===== src/hw/rtl/ptt_pkg.sv =====
// ----------------------------------------------------------------------------
// ptt_pkg
// Shared types, widths and constants of the prefetch training table.
// ----------------------------------------------------------------------------
package ptt_pkg;

   localparam int TABLE_ENTRIES_DEF = 64;

   localparam int PC_W     = 64;
   localparam int LINE_W   = 58;
   localparam int CRIT_W   = 32;
   localparam int STAMP_W  = 48;
   localparam int CONF_W   = 16;
   localparam int DIST_W   = 19;
   localparam int WAIT_W   = 9;
   localparam int REUSE_W  = 6;
   localparam int ACTION_W = 2;
   localparam int MODE_W   = 2;

   localparam int REQ_DATA_W = 208;
   localparam int RSP_DATA_W = 120;
   localparam int CSR_IDX_W  = 3;
   localparam int CSR_DATA_W = 32;

   localparam int DIV_STEPS = 32;
   localparam int DIVISOR_W = CRIT_W + 1;

   localparam logic [CRIT_W-1:0]  LIMIT_BIAS     = CRIT_W'(100);
   localparam logic [DIST_W:0]    REUSE_LIMIT    = (DIST_W+1)'(1024);
   localparam logic [REUSE_W-1:0] REUSE_CONF_MAX = REUSE_W'(32);
   localparam logic [WAIT_W-1:0]  WAIT_TIMEOUT   = WAIT_W'(256);
   localparam logic [DIST_W-1:0]  DIST_TIMEOUT   = DIST_W'(262144);

   localparam logic [ACTION_W-1:0] ACT_NONE   = 2'd0;
   localparam logic [ACTION_W-1:0] ACT_LOOKUP = 2'd1;
   localparam logic [ACTION_W-1:0] ACT_SAMPLE = 2'd2;
   localparam logic [ACTION_W-1:0] ACT_INSERT = 2'd3;

   localparam logic FUNC_REFILL = 1'b0;
   localparam logic FUNC_ACCESS = 1'b1;

   typedef enum logic [CSR_IDX_W-1:0] {
      CSR_CRIT_MODE   = 3'd0,
      CSR_CONF_THR    = 3'd1,
      CSR_CONF_MAX    = 3'd2,
      CSR_CRIT_LIMIT  = 3'd3,
      CSR_PAT_EN      = 3'd4,
      CSR_PAT_DYN_EN  = 3'd5
   } csr_idx_type;

   typedef enum logic {
      PH_SCAN = 1'b0,
      PH_RANK = 1'b1
   } phase_type;

   typedef struct packed {
      logic      load;
      logic      rd;
      phase_type phase;
      logic      sel_match;
      logic      div_start;
      logic      update;
      logic      alloc;
      logic      emit;
   } cmd_type;

   typedef struct packed {
      logic match;
      logic is_access;
      logic full;
      logic div_busy;
   } sts_type;

   typedef struct packed {
      logic [LINE_W-1:0]  prev_line;
      logic [CONF_W-1:0]  crit_conf;
      logic [LINE_W-1:0]  first_line;
      logic [LINE_W-1:0]  second_line;
      logic [DIST_W-1:0]  dist_cnt;
      logic [WAIT_W-1:0]  wait_ctr;
      logic [REUSE_W-1:0] reuse_conf;
   } ent_type;

endpackage


===== src/hw/rtl/ptt_ctrl.sv =====
// ----------------------------------------------------------------------------
// ptt_ctrl
// Sequencer: table search, division, entry update, rank pass, allocation and result hand-off.
// ----------------------------------------------------------------------------
module ptt_ctrl #(
   parameter int TABLE_ENTRIES = ptt_pkg::TABLE_ENTRIES_DEF,
   parameter int AW = (TABLE_ENTRIES > 1) ? $clog2(TABLE_ENTRIES) : 1
) (
   input  logic              clock,
   input  logic              reset,
   input  logic              req_tvalid,
   output logic              req_tready,
   output logic              rsp_tvalid,
   input  logic              rsp_tready,
   input  ptt_pkg::sts_type  sts,
   output ptt_pkg::cmd_type  cmd,
   output logic [AW-1:0]     addr
);

   typedef enum logic [3:0] {
      ST_IDLE,
      ST_SCAN,
      ST_SCAN_END,
      ST_DECIDE,
      ST_DIV_START,
      ST_DIV_WAIT,
      ST_READ_ENT,
      ST_UPDATE,
      ST_RANK,
      ST_RANK_END,
      ST_ALLOC,
      ST_DONE
   } state_type;

   state_type      state_ff, state_in;
   logic [AW-1:0]  idx_ff, idx_in;
   logic           rsp_valid_ff, rsp_valid_in;
   logic           last;

   always_comb begin
      state_in     = state_ff;
      idx_in       = idx_ff;
      rsp_valid_in = rsp_valid_ff && !rsp_tready;
      last         = idx_ff == AW'(TABLE_ENTRIES - 1);
      cmd          = '0;
      cmd.phase    = ptt_pkg::PH_SCAN;

      case (state_ff)
         ST_IDLE: begin
            if (req_tvalid) begin
               cmd.load = 1'b1;
               idx_in   = '0;
               state_in = ST_SCAN;
            end
         end
         ST_SCAN, ST_RANK: begin
            cmd.rd    = 1'b1;
            cmd.phase = (state_ff == ST_RANK) ? ptt_pkg::PH_RANK : ptt_pkg::PH_SCAN;
            idx_in    = idx_ff + 1'b1;
            if (last) begin
               idx_in   = '0;
               state_in = (state_ff == ST_RANK) ? ST_RANK_END : ST_SCAN_END;
            end
         end
         ST_SCAN_END: state_in = ST_DECIDE;
         ST_DECIDE: begin
            if (sts.match) begin
               state_in = sts.is_access ? ST_READ_ENT : ST_DIV_START;
            end else if (sts.is_access) begin
               state_in = ST_DONE;
            end else begin
               state_in = sts.full ? ST_RANK : ST_ALLOC;
            end
         end
         ST_DIV_START: begin
            cmd.div_start = 1'b1;
            state_in      = ST_DIV_WAIT;
         end
         ST_DIV_WAIT: begin
            if (!sts.div_busy) begin
               state_in = ST_READ_ENT;
            end
         end
         ST_READ_ENT: begin
            cmd.rd        = 1'b1;
            cmd.sel_match = 1'b1;
            state_in      = ST_UPDATE;
         end
         ST_UPDATE: begin
            cmd.update = 1'b1;
            state_in   = ST_DONE;
         end
         ST_RANK_END: state_in = ST_ALLOC;
         ST_ALLOC: begin
            cmd.alloc = 1'b1;
            state_in  = ST_DONE;
         end
         ST_DONE: begin
            // hold the result until the output register is free
            if (!rsp_valid_ff || rsp_tready) begin
               cmd.emit     = 1'b1;
               rsp_valid_in = 1'b1;
               state_in     = ST_IDLE;
            end
         end
         default: state_in = ST_IDLE;
      endcase
   end

   always_ff @(posedge clock) begin
      if (reset) begin
         state_ff     <= ST_IDLE;
         idx_ff       <= '0;
         rsp_valid_ff <= 1'b0;
      end else begin
         state_ff     <= state_in;
         idx_ff       <= idx_in;
         rsp_valid_ff <= rsp_valid_in;
      end
   end

   assign req_tready = state_ff == ST_IDLE;
   assign rsp_tvalid = rsp_valid_ff;
   assign addr       = idx_ff;

endmodule

===== config.mk =====
export PLATFORM = sky130hd
export DESIGN_NAME = ptt_ctrl
export DESIGN_NICKNAME = d
export VERILOG_FILES = /design/src/hw/rtl/ptt_pkg.sv /design/src/hw/rtl/ptt_ctrl.sv
export SDC_FILE = /design/constraint.sdc
export NUM_CORES = 1
export LEC_CHECK = 0
export BUFFER_PORTS_ARGS = -buffer_cell sky130_fd_sc_hd__buf_2
export CAP_MARGIN = 15
export CORE_MARGIN = 4
export CORE_UTILIZATION = 25
export CTS_BUF_LIST = sky130_fd_sc_hd__clkbuf_4 sky130_fd_sc_hd__clkbuf_8 sky130_fd_sc_hd__clkbuf_16
export CTS_CLUSTER_SIZE = 20
export DETAILED_ROUTE_END_ITERATION = 8
export GPL_TIMING_DRIVEN = 0
export SYNTH_ARGS = -nofsm -noshare
export SYNTH_HDL_FRONTEND = slang
export SYNTH_SLANG_ARGS = --single-unit
export TNS_END_PERCENT = 50

===== constraint.sdc =====
create_clock -name clock -period 2.24 [get_ports clock]
set_input_delay 0 -clock clock [delete_from_list [all_inputs] [get_ports clock]]
set_output_delay 0 -clock clock [all_outputs]
set_load 0.02 [all_outputs]

==> results of run 1 <==
-- tightest hold or removal path, cell delays in order --
cell and delay [ns]:
buf_2 0.07, nand2b_1 0.11, a21oi_1 0.06
-- state kept, by name, summed over array words and instances, names as in the netlist --
| signal | cells |
|---|---|
| addr | 6 |
| rsp_tvalid | 1 |
| state_ff | 4 |
-- worst paths after layout --
kind | startpoint | to | slack (ns) | cells past startpoint
hold / removal | rsp_tready | rsp_tvalid | 0.02 | 3
setup / recovery | state_ff[3] | addr[5] | 0.40 | 5
setup reg to reg | state_ff[3] | addr[5] | 0.40 | 5
hold reg to reg | addr[5] | addr[5] | 0.51 | 2
-- layer usage --
layer	share of wire [%]	track usage, %
met5	0	0
met4	3.0	6.19
met3	7.5	1.89
met2	44	15.3
met1	45	13.2
-- through the flow --
step,std cells,util (%)
floorplan,91,-
global placement,144,31.4
detailed placement,144,31.4
CTS,148,32.5
global route,148,32.5
finish,148,32.5
-- power breakdown --
| part | internal [W] | switching, W | leakage (nW) | total [W] |
|---|---|---|---|---|
| sequential | 0.000221 | 0.0000193 | 0.0892 | 0.000240 |
| combinational | 0.000137 | 0.000245 | 0.285 | 0.000381 |
| clock | 0.0000811 | 0.0000690 | 0.0184 | 0.000150 |
-- final cells by class --
type | count | share of cell area [%]
well taps | 31 | 4.36
inverters | 1 | 0.422
plain buffers | 8 | 3.66
flip-flops and latches | 11 | 24.8
multi-input cells | 71 | 51.1
clock buffers | 4 | 3.38
repair buffers | 22 | 12.4
-- cells by family after synthesis --
group | Yosys count | share of synthesized area (%)
compound gates | 24 | 24.5
buf+inv | 9 | 5.10
xor+xnor | 4 | 4.93
simple gates | 41 | 31.3
mux | 1 | 1.41
fa+ha+maj | 1 | 1.76
flops | 11 | 31.0
-- layout by cell type (no fill, tap or decap), types with 2 or more instances in the layout --
cell | synthesis | routed
o21a_1 | 2 | 2
dfxtp_1 | 11 | 11
nand3_1 | 4 | 4
nand2_1 | 3 | 3
buf_2 | 1 | 23
nor2_1 | 10 | 10
buf_1 | 2 | 2
a311o_1 | 2 | 2
nor2b_1 | 3 | 3
and3_1 | 4 | 4
clkbuf_1 | 4 | 4
clkbuf_4 | 0 | 4
xnor2_1 | 3 | 3
a21o_1 | 2 | 2
nor3_1 | 5 | 5
o21ai_0 | 5 | 5
or2_2 | 2 | 2
a21oi_1 | 4 | 4
nand2b_1 | 2 | 2
==> metrics.md, run 1 <==
| Metric | Value |
|---|---|
| Status | completed |
| Synth async-reset ratio | 0% |
| DR DRC count | 0 |
| Arr. time, crit path | 2.05 ns |
| Largest cells by area after synthesis | dfxtp_1 31%, nor2_1 5.3%, xnor2_1 3.7% |
| Fin crit share | 82.2% |
| Layout cells sized above 1 | 25.6% |
| Crit Path Class | flop to flop |
| Main flop type after synthesis | dfxtp_1 |
| Avg Vias per Cell | 5.24 |
| Gr ovfl total | 0 |
| Net count, final | 127 |
| Number of global-route vias before repair | 667 |
| Crit path capture type | flop |
| Worst-path cell chain | clkbuf_1 -> nor3_1 -> a211o_1 -> or4_1 -> a21oi_1 |
| Flip-flop and latch area | 220 um^2 |
| Worst VDD drop | 0.000378 V |
| CTS Buffer Depth | 2 |
| DRT iter0 DRCs | 25 |
| Post-Syn Instances | 91 |
| Fill cell count | 294 |
| CP delay by family, top | simple AND/OR/NAND/NOR gates |
| Die Wd | 61.3 um |
| Worst slew pin tran | 0.524 ns |
| CTS buffer count | 3 |
| Avg Cell Area, Syn | 7.81 um^2 |
| Critical path required time | 2.45 ns |
| Final setup margin | 0.399 ns |
| Row count | 19 |
| Die ar. | 3760 um^2 |
| Number of max-cap violations | 0 |
| Vias | 775 |
| Core box area | 2730 um^2 |
| Multi-input gate area | 454 um^2 |
| Synth top cells by count | 11 x dfxtp_1, 10 x nor2_1, 5 x nor3_1, 5 x o21ai_0 |
| Min cycle time layout | 1.84 ns |
| DPL Wire Length | 1370 um |
| Leak | 0.393 nW |
| Area post-placement | 860 um^2 |
| Post-synth top area share | 31.0% |
| TritonRoute pass-1 iters | 4 |
| Io pins | 24 |
| Final Cell Area | 890 um^2 |
| Startpoint types | flop |
| Slowest stage delay, CP | 0.51 ns |
| Area Overhead vs Synth | 25.2% |
| Global-route wire length before repair | 2900 um |
| Routed Antenna Nets | 0 |
| Port bufs | 22 |
| CTS HTree Levels | 1 |
| Seq cells post-synth | 11 |
| CTS tree | yes |
| Clock Skews | 0.000896 ns |
| Initial core utilization | 26.0% |
| Min Hold Slack | 0.0205 ns |
| Initial antenna violation count | 0 |
| Power, Total | 0.000772 W |
| DP Worst Slack | 0.423 ns |
| Final Slew Violations | 0 |
| Count leader, synth | dfxtp_1 |
| Clock Sinks | 11 |
| Largest net degree at the start of global routing | 11 |
| Fin Setup TNS | 0 ns |
| Final WL | 1770 um |
| Post-synth top area cell | dfxtp_1 |
| Synthesized area | 711 um^2 |
| Slew margin rel. | 64.1% |
| Final Hold Viols | 0 |
| Crit-path slowest cell | or4_1 |
| Bufs and invs on worst path | 1 |
| Post-CTS Resized | 0 |
| Sequential area share after synthesis | 31.0% |
| CP max FO | 10 |
| RSZ-0062 raised after global routing | no |
| Yosys Warn Count | 0 |
| Final setup viols | 0 |
| Setup bufs post-CTS | 0 |
| Wire length per cell | 12.0 um |
| Hold Buf Count CTS | 0 |
| F_max | 543 MHz |
| Distinct cells, synth | 40 |
| # diodes | 0 |
| Global placement routability congestion | 0.857 |
| Cell Pwr Density | 867 nW/um^2 |
| Hold WC Path Type | input port to flop |
| Chip Height | 61.3 um |
| CTS clk-pin slew, worst paths | 0.07 ns |
| Number of synthesized flops with an enable pin | 0 |
| Total track usage | 10.1% |
| Root buffer cell | clkbuf_4 |
| Clock latency on the worst-skew pair | 0.27 ns |
| Total nets after synthesis | 100 |
Power figures use the tool's default switching activity.
==> inputs of run 2 (changes only) <==
==> constraint.sdc (replaced) <==
create_clock -name clock -period 1.74 [get_ports clock]
set_input_delay 0 -clock clock [delete_from_list [all_inputs] [get_ports clock]]
set_output_delay 0 -clock clock [all_outputs]
set_load 0.02 [all_outputs]
==> run 2 against run 1 <==
Design area up 3.1%; final cell count is 0.68% lower; register-to-register slack got worse by 0.35 ns; hold slack better by 0.0092 ns; critical path depth did not move; count of clock-buffer cells in the layout unchanged; combinational power increased by 29%; critical path type unchanged; largest power group unchanged.
==> metrics.md, run 2 (same netlist as run 1, synthesis figures left out) <==
| Metric | Value |
|---|---|
| Largest net degree at the start of global routing | 11 (unchanged) |
| Clock latency on the worst-skew pair | 0.27 ns (about the same) |
| Vias | 761 (-1.8%) |
| R2R setup slack | 0.05 ns (-0.35 ns) |
| Worst slew pin tran | 0.479 ns (-0.0450 ns) |
| Final setup viols | 0 (unchanged) |
| Root buffer cell | clkbuf_4 |
| Commonest non-fill, non-tap cells in the layout | 24 x buf_2, 10 x nor2_1, 7 x dfxtp_1, 5 x nor3_1, 5 x o21ai_0 |
| Leak | 0.409 nW (+4.0%) |
| CP max FO | 7 (-3) |
| Worst-path cell chain | or2_0 -> buf_2 -> a211o_1 -> or4_1 -> a21oi_2 |
| Net count, final | 126 (-0.79%) |
| TritonRoute pass-1 iters | 4 (unchanged) |
| Row count | 19 (unchanged) |
| Clock Skews | 0.00194 ns (+0.00105 ns) |
| Critical path required time | 1.94 ns (-0.51 ns) |
| Min-delay src | rsp_tready |
| Routed Antenna Nets | 0 (unchanged) |
| Crit path capture type | flop |
| Crit-path slowest cell | or4_1 |
| Total track usage | 10.7% (+0.61 points) |
| Global-route wire length before repair | 3040 um (+5.0%) |
| Chip Height | 61.3 um (unchanged) |
| Setup crit start | state_ff[2] |
| Port bufs | 22 (unchanged) |
| Fin Setup TNS | 0 ns (unchanged) |
| Io pins | 24 (unchanged) |
| CTS Buffer Depth | 2 (unchanged) |
| Number of flip-flops under the largest register name | 6 (unchanged) |
| Fin crit share | 97.4% (+15 points) |
| # diodes | 0 (unchanged) |
| Dpl cells | 144 (unchanged) |
| DPL Wire Length | 1330 um (-3.0%) |
| Die ar. | 3760 um^2 (unchanged) |
| Global placement routability congestion | 0.829 (-3.2%) |
| Status | completed |
| Avg Vias per Cell | 5.18 (-1.1%) |
| Final Slew Violations | 0 (unchanged) |
| CTS clk-pin slew, worst paths | 0.07 ns (about the same) |
| Final WL | 1800 um (+1.5%) |
| Core box area | 2730 um^2 (unchanged) |
| Startpoint types | flop |
| Bufs and invs on worst path | 1 (unchanged) |
| Worst VDD drop | 0.000444 V (+17%) |
| Hold Buf Count CTS | 0 (unchanged) |
| Hold WC Path Type | input port to flop |
| Number of global-route vias before repair | 691 (+3.6%) |
| Crit Path Class | flop to flop |
| RSZ-0062 raised after global routing | no |
| Cell Pwr Density | 1110 nW/um^2 (+28%) |
| Area Overhead vs Synth | 29.0% |
| Slowest stage delay, CP | 0.53 ns (+0.02 ns) |
| Die Wd | 61.3 um (unchanged) |
| DR DRC count | 0 (unchanged) |
| Post-Layout Cell Count | 147 (-0.68%) |
| Wire length per cell | 12.2 um (+2.2%) |
| DP Worst Slack | -0.0879 ns (-0.511 ns) |
| CTS buffer count | 3 (unchanged) |
| Worst r2r src | state_ff[2] |
| Arr. time, crit path | 1.90 ns (-0.15 ns) |
| Final Hold Viols | 0 (unchanged) |
| CTS HTree Levels | 1 (unchanged) |
| Initial core utilization | 26.0% (unchanged) |
| Gr ovfl total | 0 (unchanged) |
| Slew margin rel. | 67.2% (+3.1 points) |
| F_max | 590 MHz (+8.7%) |
| CTS tree | yes |
| Min Hold Slack | 0.0297 ns (+0.00921 ns) |
| Number of max-cap violations | 0 (unchanged) |
| Layout cells sized above 1 | 35.3% (+9.7 points) |
| DRT iter0 DRCs | 31 (+24%) |
| Clock Sinks | 11 (unchanged) |
| CP delay by family, top | simple AND/OR/NAND/NOR gates |
| Min cycle time layout | 1.69 ns (-0.147 ns) |
| Initial antenna violation count | 0 (unchanged) |
| Most common cell after layout, fill and taps aside | buf_2 |
| Final setup margin | 0.0457 ns (-0.353 ns) |
[run 2: final cells by class]
class | count | area [um^2]
timing repair buffer | 23 | 118
multi-input combinational | 71 | 474
tap | 31 | 38.8
fill | 282 | 1820
inverter | 1 | 3.75
sequential | 11 | 225
clock buffer | 4 | 30.0
buffer | 6 | 27.5
[run 2: report_power, final]
part,leakage (nW),switching [W],internal (W),total (W)
Sequential,0.0911,0.0000480,0.000288,0.000336
Clock,0.0184,0.0000858,0.000104,0.000190
Combinational,0.299,0.000298,0.000194,0.000492
Total,0.409,0.000431,0.000587,0.00102
[run 2: tightest hold or removal path, cell delays in order]
cell	delay, ns
buf_2	0.07
nand2b_1	0.12
a21oi_1	0.07
[run 2: metal layers]
layer	share of wire, %	routed length (um)	track usage, %
met1	44	797	13.5
met2	48	864	17.8
met3	4.9	88	1.26
met4	2.7	48	5.57
met5	0	0	0
[run 2: stage by stage]
stage | cell area, um^2 | total power [W] | utilization [%]
2_1_floorplan | 717 | 0.000685 | -
3_3_place_gp | 866 | 0.000805 | 31.7
3_5_place_dp | 866 | 0.000811 | 31.7
4_1_cts | 898 | 0.00102 | 32.9
5_1_grt | 917 | 0.00111 | 33.5
6_report | 917 | 0.00102 | 33.5
[run 2: worst paths after layout]
kind	to	cells after the start
max	addr[5]	5
min	rsp_tvalid	3
min reg2reg	addr[5]	2
max reg2reg	addr[5]	5
[run 2: repair_timing]
| item | in CTS | in global routing |
|---|---|---|
| gates resized for setup | 2 | 8 |
| pin swaps | 1 | 1 |
| endpoints found under the setup margin | 5 | 7 |
| setup buffers | 1 | 0 |
